**src/design/erd_pkg.sv**
```systemverilog
// ----------------------------------------------------------------------------
// erd_pkg
// Shared types and constants of the encoder reply deframer.
// ----------------------------------------------------------------------------
package erd_pkg;

   // Frame layout
   localparam int FRAME_LEN     = 19;
   localparam int CHECK_POS     = 18;
   localparam int SUM_FIRST     = 2;
   localparam int SUM_COUNT     = 16;
   localparam int SLOT_ONE_POS  = 6;
   localparam int SLOT_TWO_POS  = 10;
   localparam int AUX_POS       = 14;
   localparam int HELD_W        = 5;

   localparam logic [7:0] SYNC_BYTE = 8'hFF;
   localparam logic [7:0] REPLY_TAG = 8'h0F;

   // Default depth of the queue between front and back
   localparam int QUEUE_DEPTH_DEFAULT = 2;

   // Register indexes of the configuration port
   typedef enum logic [1:0] {
      CSR_MOTOR_ID        = 2'd0,
      CSR_SWAP_WHEELS     = 2'd1,
      CSR_NEGATE_SLOT_ONE = 2'd2,
      CSR_NEGATE_SLOT_TWO = 2'd3
   } erd_csr_index_type;

   typedef struct packed {
      logic [7:0] motor_id;
      logic       swap_wheels;
      logic       negate_slot_one;
      logic       negate_slot_two;
   } erd_cfg_type;

   // Raw counts of one matched frame
   typedef struct packed {
      logic [31:0] slot_one;
      logic [31:0] slot_two;
      logic [31:0] aux;
   } erd_frame_type;

endpackage

```
**src/design/encoder_reply_deframer_unit.sv**
```systemverilog
// ----------------------------------------------------------------------------
// encoder_reply_deframer_unit
// Finds encoder reply frames in a received byte stream and reports the
// wheel counts with their deltas since the previous frame.
//
//   Channel  Direction  Handshake                     Carries
//   req_     in         req_valid / req_ready         one received byte
//   rsp_     out        rsp_valid / rsp_ready         counts, deltas, first flag
//   csr      in/out     psel, penable, pwrite, pready four config registers
//
// One byte is taken per cycle; the frame check over the window runs in the
// cycle the byte is taken. Matched frames pass the queue and result register.
// Reset clears the byte count, the queue and the first-frame state.
// A stalled result side backs up into the frame queue; bytes are refused
// only while the queue is full.
// ----------------------------------------------------------------------------
module encoder_reply_deframer_unit
   import erd_pkg::*;
#(
   parameter int QUEUE_DEPTH = QUEUE_DEPTH_DEFAULT
) (
   input  logic               clock,
   input  logic               reset,
   input  logic               req_valid,
   output logic               req_ready,
   input  logic [7:0]         req_rx_byte,
   output logic               rsp_valid,
   input  logic               rsp_ready,
   output logic signed [31:0] rsp_left_ticks,
   output logic signed [31:0] rsp_right_ticks,
   output logic signed [31:0] rsp_aux_ticks,
   output logic signed [31:0] rsp_left_delta,
   output logic signed [31:0] rsp_right_delta,
   output logic               rsp_first_frame,
   input  logic               psel,
   input  logic               penable,
   input  logic               pwrite,
   input  logic [3:0]         paddr,
   input  logic [31:0]        pwdata,
   output logic [31:0]        prdata,
   output logic               pready
);

   erd_cfg_type       cfg_ff;
   erd_cfg_type       cfg_in;
   erd_csr_index_type csr_index;
   logic              csr_write;
   logic              push_valid;
   logic              push_ready;
   erd_frame_type     push_data;
   logic              pop_valid;
   logic              pop_ready;
   erd_frame_type     pop_data;

   assign pready    = 1'b1;
   assign csr_write = psel && penable && pwrite && pready;
   assign csr_index = erd_csr_index_type'(paddr[3:2]);

   // Write the addressed register
   always_comb begin
      cfg_in = cfg_ff;
      if (csr_write) begin
         unique case (csr_index)
            CSR_MOTOR_ID:        cfg_in.motor_id        = pwdata[7:0];
            CSR_SWAP_WHEELS:     cfg_in.swap_wheels     = pwdata[0];
            CSR_NEGATE_SLOT_ONE: cfg_in.negate_slot_one = pwdata[0];
            CSR_NEGATE_SLOT_TWO: cfg_in.negate_slot_two = pwdata[0];
            default:             cfg_in = cfg_ff;
         endcase
      end
   end

   always_ff @(posedge clock) begin
      if (reset) begin
         cfg_ff <= '0;
      end else begin
         cfg_ff <= cfg_in;
      end
   end

   // Read back the addressed register
   always_comb begin
      unique case (csr_index)
         CSR_MOTOR_ID:        prdata = {24'd0, cfg_ff.motor_id};
         CSR_SWAP_WHEELS:     prdata = {31'd0, cfg_ff.swap_wheels};
         CSR_NEGATE_SLOT_ONE: prdata = {31'd0, cfg_ff.negate_slot_one};
         CSR_NEGATE_SLOT_TWO: prdata = {31'd0, cfg_ff.negate_slot_two};
         default:             prdata = '0;
      endcase
   end

   erd_front u_front (
      .clock       (clock),
      .reset       (reset),
      .cfg         (cfg_ff),
      .req_valid   (req_valid),
      .req_ready   (req_ready),
      .req_rx_byte (req_rx_byte),
      .push_valid  (push_valid),
      .push_ready  (push_ready),
      .push_data   (push_data)
   );

   erd_queue #(
      .DEPTH (QUEUE_DEPTH)
   ) u_queue (
      .clock      (clock),
      .reset      (reset),
      .push_valid (push_valid),
      .push_ready (push_ready),
      .push_data  (push_data),
      .pop_valid  (pop_valid),
      .pop_ready  (pop_ready),
      .pop_data   (pop_data)
   );

   erd_back u_back (
      .clock           (clock),
      .reset           (reset),
      .cfg             (cfg_ff),
      .pop_valid       (pop_valid),
      .pop_ready       (pop_ready),
      .pop_data        (pop_data),
      .rsp_valid       (rsp_valid),
      .rsp_ready       (rsp_ready),
      .rsp_left_ticks  (rsp_left_ticks),
      .rsp_right_ticks (rsp_right_ticks),
      .rsp_aux_ticks   (rsp_aux_ticks),
      .rsp_left_delta  (rsp_left_delta),
      .rsp_right_delta (rsp_right_delta),
      .rsp_first_frame (rsp_first_frame)
   );

endmodule

```
**src/design/erd_front.sv**
```systemverilog
// ----------------------------------------------------------------------------
// erd_front
// Byte window, frame detection and extraction of the raw counts.
// ----------------------------------------------------------------------------
module erd_front
   import erd_pkg::*;
(
   input  logic          clock,
   input  logic          reset,
   input  erd_cfg_type   cfg,
   input  logic          req_valid,
   output logic          req_ready,
   input  logic [7:0]    req_rx_byte,
   output logic          push_valid,
   input  logic          push_ready,
   output erd_frame_type push_data
);

   localparam logic [HELD_W-1:0] HELD_FULL = HELD_W'(FRAME_LEN - 1);

   logic [7:0]        window_ff [FRAME_LEN];
   logic [7:0]        window_in [FRAME_LEN];
   logic [HELD_W-1:0] held_ff;
   logic [HELD_W-1:0] held_in;
   logic [7:0]        sum_l1 [8];
   logic [7:0]        sum_l2 [4];
   logic [7:0]        sum_l3 [2];
   logic [7:0]        sum_all;
   logic              header_ok;
   logic              is_frame;
   logic              accept;

   assign req_ready = push_ready;
   assign accept    = req_valid && req_ready;

   // Shift the new item in at the top; the window always holds the last bytes
   always_comb begin
      for (int i = 0; i < FRAME_LEN - 1; i++) begin
         window_in[i] = window_ff[i + 1];
      end
      window_in[FRAME_LEN - 1] = req_rx_byte;
   end

   // Checksum tree over frame bytes two to seventeen of the shifted window
   always_comb begin
      for (int i = 0; i < 8; i++) begin
         sum_l1[i] = window_ff[SUM_FIRST + 1 + 2 * i] + window_ff[SUM_FIRST + 2 + 2 * i];
      end
      for (int i = 0; i < 4; i++) begin
         sum_l2[i] = sum_l1[2 * i] + sum_l1[2 * i + 1];
      end
      for (int i = 0; i < 2; i++) begin
         sum_l3[i] = sum_l2[2 * i] + sum_l2[2 * i + 1];
      end
      sum_all = sum_l3[0] + sum_l3[1];
   end

   // Header bytes of the shifted window sit one place higher in the register
   assign header_ok = (window_ff[1] == SYNC_BYTE) && (window_ff[2] == SYNC_BYTE) &&
                      (window_ff[3] == cfg.motor_id) && (window_ff[4] == REPLY_TAG);
   assign is_frame  = (held_ff == HELD_FULL) && header_ok && (~sum_all == req_rx_byte);

   // Pick the little-endian counts out of the shifted window
   assign push_valid = accept && is_frame;
   assign push_data.slot_one = {window_ff[SLOT_ONE_POS + 4], window_ff[SLOT_ONE_POS + 3],
                                window_ff[SLOT_ONE_POS + 2], window_ff[SLOT_ONE_POS + 1]};
   assign push_data.slot_two = {window_ff[SLOT_TWO_POS + 4], window_ff[SLOT_TWO_POS + 3],
                                window_ff[SLOT_TWO_POS + 2], window_ff[SLOT_TWO_POS + 1]};
   assign push_data.aux      = {window_in[AUX_POS + 3], window_in[AUX_POS + 2],
                                window_in[AUX_POS + 1], window_in[AUX_POS]};

   // Empty the window on a frame, hold at full on a mismatch, else count up
   always_comb begin
      held_in = held_ff;
      if (accept) begin
         if (is_frame) begin
            held_in = '0;
         end else if (held_ff != HELD_FULL) begin
            held_in = held_ff + HELD_W'(1);
         end
      end
   end

   always_ff @(posedge clock) begin
      if (reset) begin
         held_ff <= '0;
      end else begin
         held_ff <= held_in;
      end
   end

   // Advance the byte window
   always_ff @(posedge clock) begin
      if (accept) begin
         window_ff <= window_in;
      end
   end

endmodule

```
**src/design/erd_queue.sv**
```systemverilog
// ----------------------------------------------------------------------------
// erd_queue
// Small first-in first-out queue of matched frames between front and back.
// ----------------------------------------------------------------------------
module erd_queue
   import erd_pkg::*;
#(
   parameter int DEPTH = QUEUE_DEPTH_DEFAULT
) (
   input  logic          clock,
   input  logic          reset,
   input  logic          push_valid,
   output logic          push_ready,
   input  erd_frame_type push_data,
   output logic          pop_valid,
   input  logic          pop_ready,
   output erd_frame_type pop_data
);

   localparam int PTR_W = (DEPTH > 1) ? $clog2(DEPTH) : 1;
   localparam int CNT_W = $clog2(DEPTH + 1);
   localparam logic [PTR_W-1:0] PTR_LAST = PTR_W'(DEPTH - 1);

   erd_frame_type     store_ff [DEPTH];
   logic [PTR_W-1:0]  wr_ptr_ff;
   logic [PTR_W-1:0]  wr_ptr_in;
   logic [PTR_W-1:0]  rd_ptr_ff;
   logic [PTR_W-1:0]  rd_ptr_in;
   logic [CNT_W-1:0]  count_ff;
   logic [CNT_W-1:0]  count_in;
   logic              do_push;
   logic              do_pop;

   assign push_ready = (count_ff != CNT_W'(DEPTH));
   assign pop_valid  = (count_ff != '0);
   assign pop_data   = store_ff[rd_ptr_ff];
   assign do_push    = push_valid && push_ready;
   assign do_pop     = pop_valid && pop_ready;

   // Advance pointers with wrap and track the fill level
   always_comb begin
      wr_ptr_in = wr_ptr_ff;
      rd_ptr_in = rd_ptr_ff;
      count_in  = count_ff;
      if (do_push) begin
         wr_ptr_in = (wr_ptr_ff == PTR_LAST) ? '0 : wr_ptr_ff + PTR_W'(1);
      end
      if (do_pop) begin
         rd_ptr_in = (rd_ptr_ff == PTR_LAST) ? '0 : rd_ptr_ff + PTR_W'(1);
      end
      if (do_push && !do_pop) begin
         count_in = count_ff + CNT_W'(1);
      end else if (do_pop && !do_push) begin
         count_in = count_ff - CNT_W'(1);
      end
   end

   always_ff @(posedge clock) begin
      if (reset) begin
         wr_ptr_ff <= '0;
         rd_ptr_ff <= '0;
         count_ff  <= '0;
      end else begin
         wr_ptr_ff <= wr_ptr_in;
         rd_ptr_ff <= rd_ptr_in;
         count_ff  <= count_in;
      end
   end

   // Write the entry
   always_ff @(posedge clock) begin
      if (do_push) begin
         store_ff[wr_ptr_ff] <= push_data;
      end
   end

endmodule

```
**src/design/erd_back.sv**
```systemverilog
// ----------------------------------------------------------------------------
// erd_back
// Sign and swap of the wheel counts, deltas and the result register.
// ----------------------------------------------------------------------------
module erd_back
   import erd_pkg::*;
(
   input  logic               clock,
   input  logic               reset,
   input  erd_cfg_type        cfg,
   input  logic               pop_valid,
   output logic               pop_ready,
   input  erd_frame_type      pop_data,
   output logic               rsp_valid,
   input  logic               rsp_ready,
   output logic signed [31:0] rsp_left_ticks,
   output logic signed [31:0] rsp_right_ticks,
   output logic signed [31:0] rsp_aux_ticks,
   output logic signed [31:0] rsp_left_delta,
   output logic signed [31:0] rsp_right_delta,
   output logic               rsp_first_frame
);

   logic        valid_ff;
   logic        valid_in;
   logic        have_prev_ff;
   logic        have_prev_in;
   logic [31:0] prev_left_ff;
   logic [31:0] prev_right_ff;
   logic [31:0] left_ff;
   logic [31:0] right_ff;
   logic [31:0] aux_ff;
   logic [31:0] dleft_ff;
   logic [31:0] dright_ff;
   logic        first_ff;
   logic [31:0] slot_one;
   logic [31:0] slot_two;
   logic [31:0] left;
   logic [31:0] right;
   logic        load;

   // Load a new item when the result register is empty or being taken
   assign load      = pop_valid && (!valid_ff || rsp_ready);
   assign pop_ready = !valid_ff || rsp_ready;

   // Apply optional negation, then map slots to wheels
   assign slot_one = cfg.negate_slot_one ? (32'd0 - pop_data.slot_one) : pop_data.slot_one;
   assign slot_two = cfg.negate_slot_two ? (32'd0 - pop_data.slot_two) : pop_data.slot_two;
   assign left     = cfg.swap_wheels ? slot_two : slot_one;
   assign right    = cfg.swap_wheels ? slot_one : slot_two;

   always_comb begin
      valid_in     = valid_ff;
      have_prev_in = have_prev_ff;
      if (load) begin
         valid_in     = 1'b1;
         have_prev_in = 1'b1;
      end else if (rsp_ready) begin
         valid_in = 1'b0;
      end
   end

   always_ff @(posedge clock) begin
      if (reset) begin
         valid_ff     <= 1'b0;
         have_prev_ff <= 1'b0;
      end else begin
         valid_ff     <= valid_in;
         have_prev_ff <= have_prev_in;
      end
   end

   // Capture the result and remember the counts for the next delta
   always_ff @(posedge clock) begin
      if (load) begin
         left_ff       <= left;
         right_ff      <= right;
         aux_ff        <= pop_data.aux;
         dleft_ff      <= have_prev_ff ? (left - prev_left_ff) : 32'd0;
         dright_ff     <= have_prev_ff ? (right - prev_right_ff) : 32'd0;
         first_ff      <= !have_prev_ff;
         prev_left_ff  <= left;
         prev_right_ff <= right;
      end
   end

   assign rsp_valid       = valid_ff;
   assign rsp_left_ticks  = $signed(left_ff);
   assign rsp_right_ticks = $signed(right_ff);
   assign rsp_aux_ticks   = $signed(aux_ff);
   assign rsp_left_delta  = $signed(dleft_ff);
   assign rsp_right_delta = $signed(dright_ff);
   assign rsp_first_frame = first_ff;

endmodule

```
**config.mk**
```make
export PLATFORM = sky130hd
export DESIGN_NAME = encoder_reply_deframer_unit
export DESIGN_NICKNAME = d
export VERILOG_FILES = /design/src/design/erd_pkg.sv /design/src/design/encoder_reply_deframer_unit.sv /design/src/design/erd_front.sv /design/src/design/erd_queue.sv /design/src/design/erd_back.sv
export SDC_FILE = /design/constraint.sdc
export NUM_CORES = 1
export LEC_CHECK = 0
export ABC_CLOCK_PERIOD_IN_PS = 9600
export BUFFER_PORTS_ARGS = -buffer_cell sky130_fd_sc_hd__buf_2
export CORE_ASPECT_RATIO = 0.9
export CORE_MARGIN = 2
export CORE_UTILIZATION = 51
export CTS_BUF_LIST = sky130_fd_sc_hd__clkbuf_8
export DETAILED_ROUTE_END_ITERATION = 10
export PLACE_DENSITY = 0.73
export SLEW_MARGIN = 20
export SYNTH_ARGS = -nofsm -noshare
export SYNTH_HDL_FRONTEND = slang
export SYNTH_SLANG_ARGS = --single-unit
```
**constraint.sdc**
```tcl
create_clock -name clock -period 9.6 [get_ports clock]
set_input_delay 0.48 -clock clock [delete_from_list [all_inputs] [get_ports clock]]
set_output_delay 0.48 -clock clock [all_outputs]
set_load 0.02 [all_outputs]
```
==> flow_summary.ini <==
[die]
die_area_sq_mm = 0.0533
pin_count = 247
die_y_um = 219
start_util_pct = 51.9
rows = 78
die-width_um = 243
core_area_sq_mm = 0.0507

[status]
status = complete, no violations

[global_routing]
grt_pass1_wl_um = 91900
grt-ovfl-total = 0
antenna_found_initial = 0
first_global_vias = 16300
grt_use_total_pct = 22.5
grt_max_degree = 88

[sta]
period_share_pct = 78.1
holdWs_ns = 0.0672
fmax_mhz = 133
final_hold_viol_count = 0
tightest_slew_ns = 0.986
report.final.slew_viol_count = 0
setup_viol = 0
slew_headroom_pct = 34.3
grt_setup_unrepaired = no
min_period_ns = 7.50
finClkSkew_ns = 0.0307

[synthesis]
syn-mean-instance-area_sq_um = 13.2
synth_warnings = 0
synth.distinct_cells = 87
yosysTopAreaCell = edfxtp_1
ys_seq_area_share_pct = 58.6
netlist_instances = 1996
netlist_area_sq_mm = 0.0263
ys_top_cells_by_area = edfxtp_1 (57%), fa_1 (6.8%), ha_1 (3.8%)
synth_edf_count = 497
yosysTopAreaCellShare_pct = 56.8
synthTopCellsByCount = edfxtp_1 (497), inv_1 (191), nor2_1 (134)
ys_ff_latch = 520
dominantRegCellSynth = edfxtp_1
synth_most_common_cell = edfxtp_1
synth-async-reset-ratio_pct = 0

[cells_and_area]
drive_gt1_share_pct = 17.1
utilization_pct = 58.7
num-nets-final = 2470
final_cells = 2999
syn2layout_area_growth_pct = 13.2
antenna_cells = 0
postLayoutCellArea_sq_mm = 0.0297
fillCellCount = 3878

[worst_setup_path]
required_ns = 9.89
crit_path_frequent_cell = fa_1
critical_path_class = reg2reg
cpPeakStageDelay_ns = 0.62
crit_chain = fa_1 > inv_1 > fa_1 > inv_1 > fa_1 > inv_1 > fa_1 > fa_1 > inv_1 > fa_1 > ha_1 > fa_1 > xnor2_1 > nor3_1 > nand4_1 > nor4_1 > nand3_1 > nor2_4 > buf_4
end_kind = flip-flop
crit_arrival_ns = 7.79
startpoint_type = flip-flop
crit_slowest_cell = nor2_4
cp_max_fo = 47

[power]
p_leak_nw = 11.4
power_w = 0.00634
ir_drop_mv = 0.262
power_density_mw_per_mm2 = 213

[placement]
gp_congestion = 0.943
place_area_sq_mm = 0.0279
dp.cells = 2835
hpwl_um = 44200
port_buffers = 195

[clock_tree]
tritoncts = yes
cts_made_buffers = 86
clock_latency_ns = 0.68
post_cts_buffers = 0
holdBufCountCts = 5
htree_levels = 3
path_clk_slew_ns = 0.06
root_buffer = clkbuf_8
cts_resized = 0
clk_path_buf_depth = 3
clkSinkCount = 520

[detailed_routing]
finalWirelength_um = 59800
drt-initial-drc-count = 1236
viasPerCell = 5.49
dr.pass1.iters = 5
routed-via-count = 16500
drc = 0
wl_per_cell_um = 19.9
antenna_left = 0

[worst_hold_path]
min_path_type = in2reg

[run]
cap_viol_max_count = 0
## worst max-delay path, delay by kind of cell (launching register included)
| kind | cells | cell delay [ns] |
|---|---|---|
| fa+ha+maj | 8 | 3.78 |
| simple gates | 5 | 1.79 |
| buf+inv | 5 | 0.87 |
| xor+xnor | 1 | 0.15 |
| flops | 1 | 0.51 |
## cell type report
type                    instances  area [sq um]  area share, %
flip-flops and latches        520         15400           51.8
multi-input cells            1232          9840           33.1
clock buffers                  86          1180           3.98
repair buffers                217          1180           3.96
well taps                     680           851           2.86
inverters                     193           729           2.45
clock inverters                71           563           1.89
## metal layers
layer,routed length [um],global-route usage (%),share of wire (%),up-vias
li1,-,-,-,7615
met1,26100,30.8,44,8152
met2,28600,37.0,48,599
met3,3700,4.00,6.2,105
met4,1350,6.93,2.3,0
met5,0,0,0,-
## flip-flops by register name, indices dropped and copies added, names as in the netlist, named ones only
| signal | flops |
|---|---|
| u_queue.rd_ptr_ff | 1 |
| cfg_ff | 11 |
| u_back.rsp_left_delta | 32 |
| u_front.held_ff | 5 |
| u_front.window_ff | 48 |
| u_back.have_prev_ff | 1 |
| u_queue.store_ff | 192 |
| u_queue.count_ff | 2 |
| u_back.rsp_left_ticks | 32 |
| u_queue.wr_ptr_ff | 1 |
| u_back.rsp_first_frame | 1 |
| u_back.rsp_right_delta | 32 |
| u_back.rsp_right_ticks | 32 |
| u_back.rsp_valid | 1 |
| u_front.push_data | 96 |
| u_back.rsp_aux_ticks | 32 |
## path summary, 6_finish.rpt
path	slack (ns)	to	depth (start not counted)	from
setup / recovery	2.10	u_queue.store_ff[1][60]	19	u_front.push_data[58]
hold / removal	0.07	u_front.push_data[29]	1	req_rx_byte[5]
setup reg to reg	2.10	u_queue.store_ff[1][60]	19	u_front.push_data[58]
hold reg to reg	0.46	u_front.window_ff[143]	0	u_front.window_ff[135]
## logic make-up (layout without fill, tap and decap cells)
kind of cell             after synthesis  after routing  share of synthesized area (%)
AND/OR/NAND/NOR                      439            439                           8.38
other                                  2             25                         0.0286
adder cells (fa/ha/maj)              169            169                           10.6
multiplexers                         136            136                           5.42
AO/OA/AOI/OAI                        296            296                           7.02
XOR/XNOR                             167            167                           5.62
buffers and inverters                267            567                           4.35
flip-flops                           520            520                           58.6
## report_power, final
| part | internal [W] | total (W) | switching, W | leakage (nW) |
|---|---|---|---|---|
| Combinational | 0.000887 | 0.00179 | 0.000902 | 5.56 |
| Sequential | 0.00252 | 0.00257 | 0.0000512 | 4.87 |
| Clock | 0.00107 | 0.00198 | 0.000912 | 0.965 |
## cell usage in the layout (no fill, tap or decap), types with 16 or more instances in the layout
master and n:
edfxtp_1 497, inv_1 209, buf_2 195, nor2_1 131
xnor2_1 110, nand2_1 104, mux2i_1 97, a21oi_1 92
fa_1 89, clkbuf_8 86, o21ai_0 84, ha_1 80
xor2_1 56, nor3_1 45, mux2_2 37, a21o_1 34
nand3_1 32, conb_1 25, nand2b_1 22, dfxtp_1 21
clkinv_1 19, clkinv_2 16
## stage by stage
stage                     worst slack (ns)  setup TNS (ns)
after detailed placement              2.11               0
after floorplan                      -1.07         -206.16
after CTS                             2.06               0
after global routing                  1.70               0
final                                 2.10               0
after global placement                2.23               0
(Power assumes the default switching activity.)
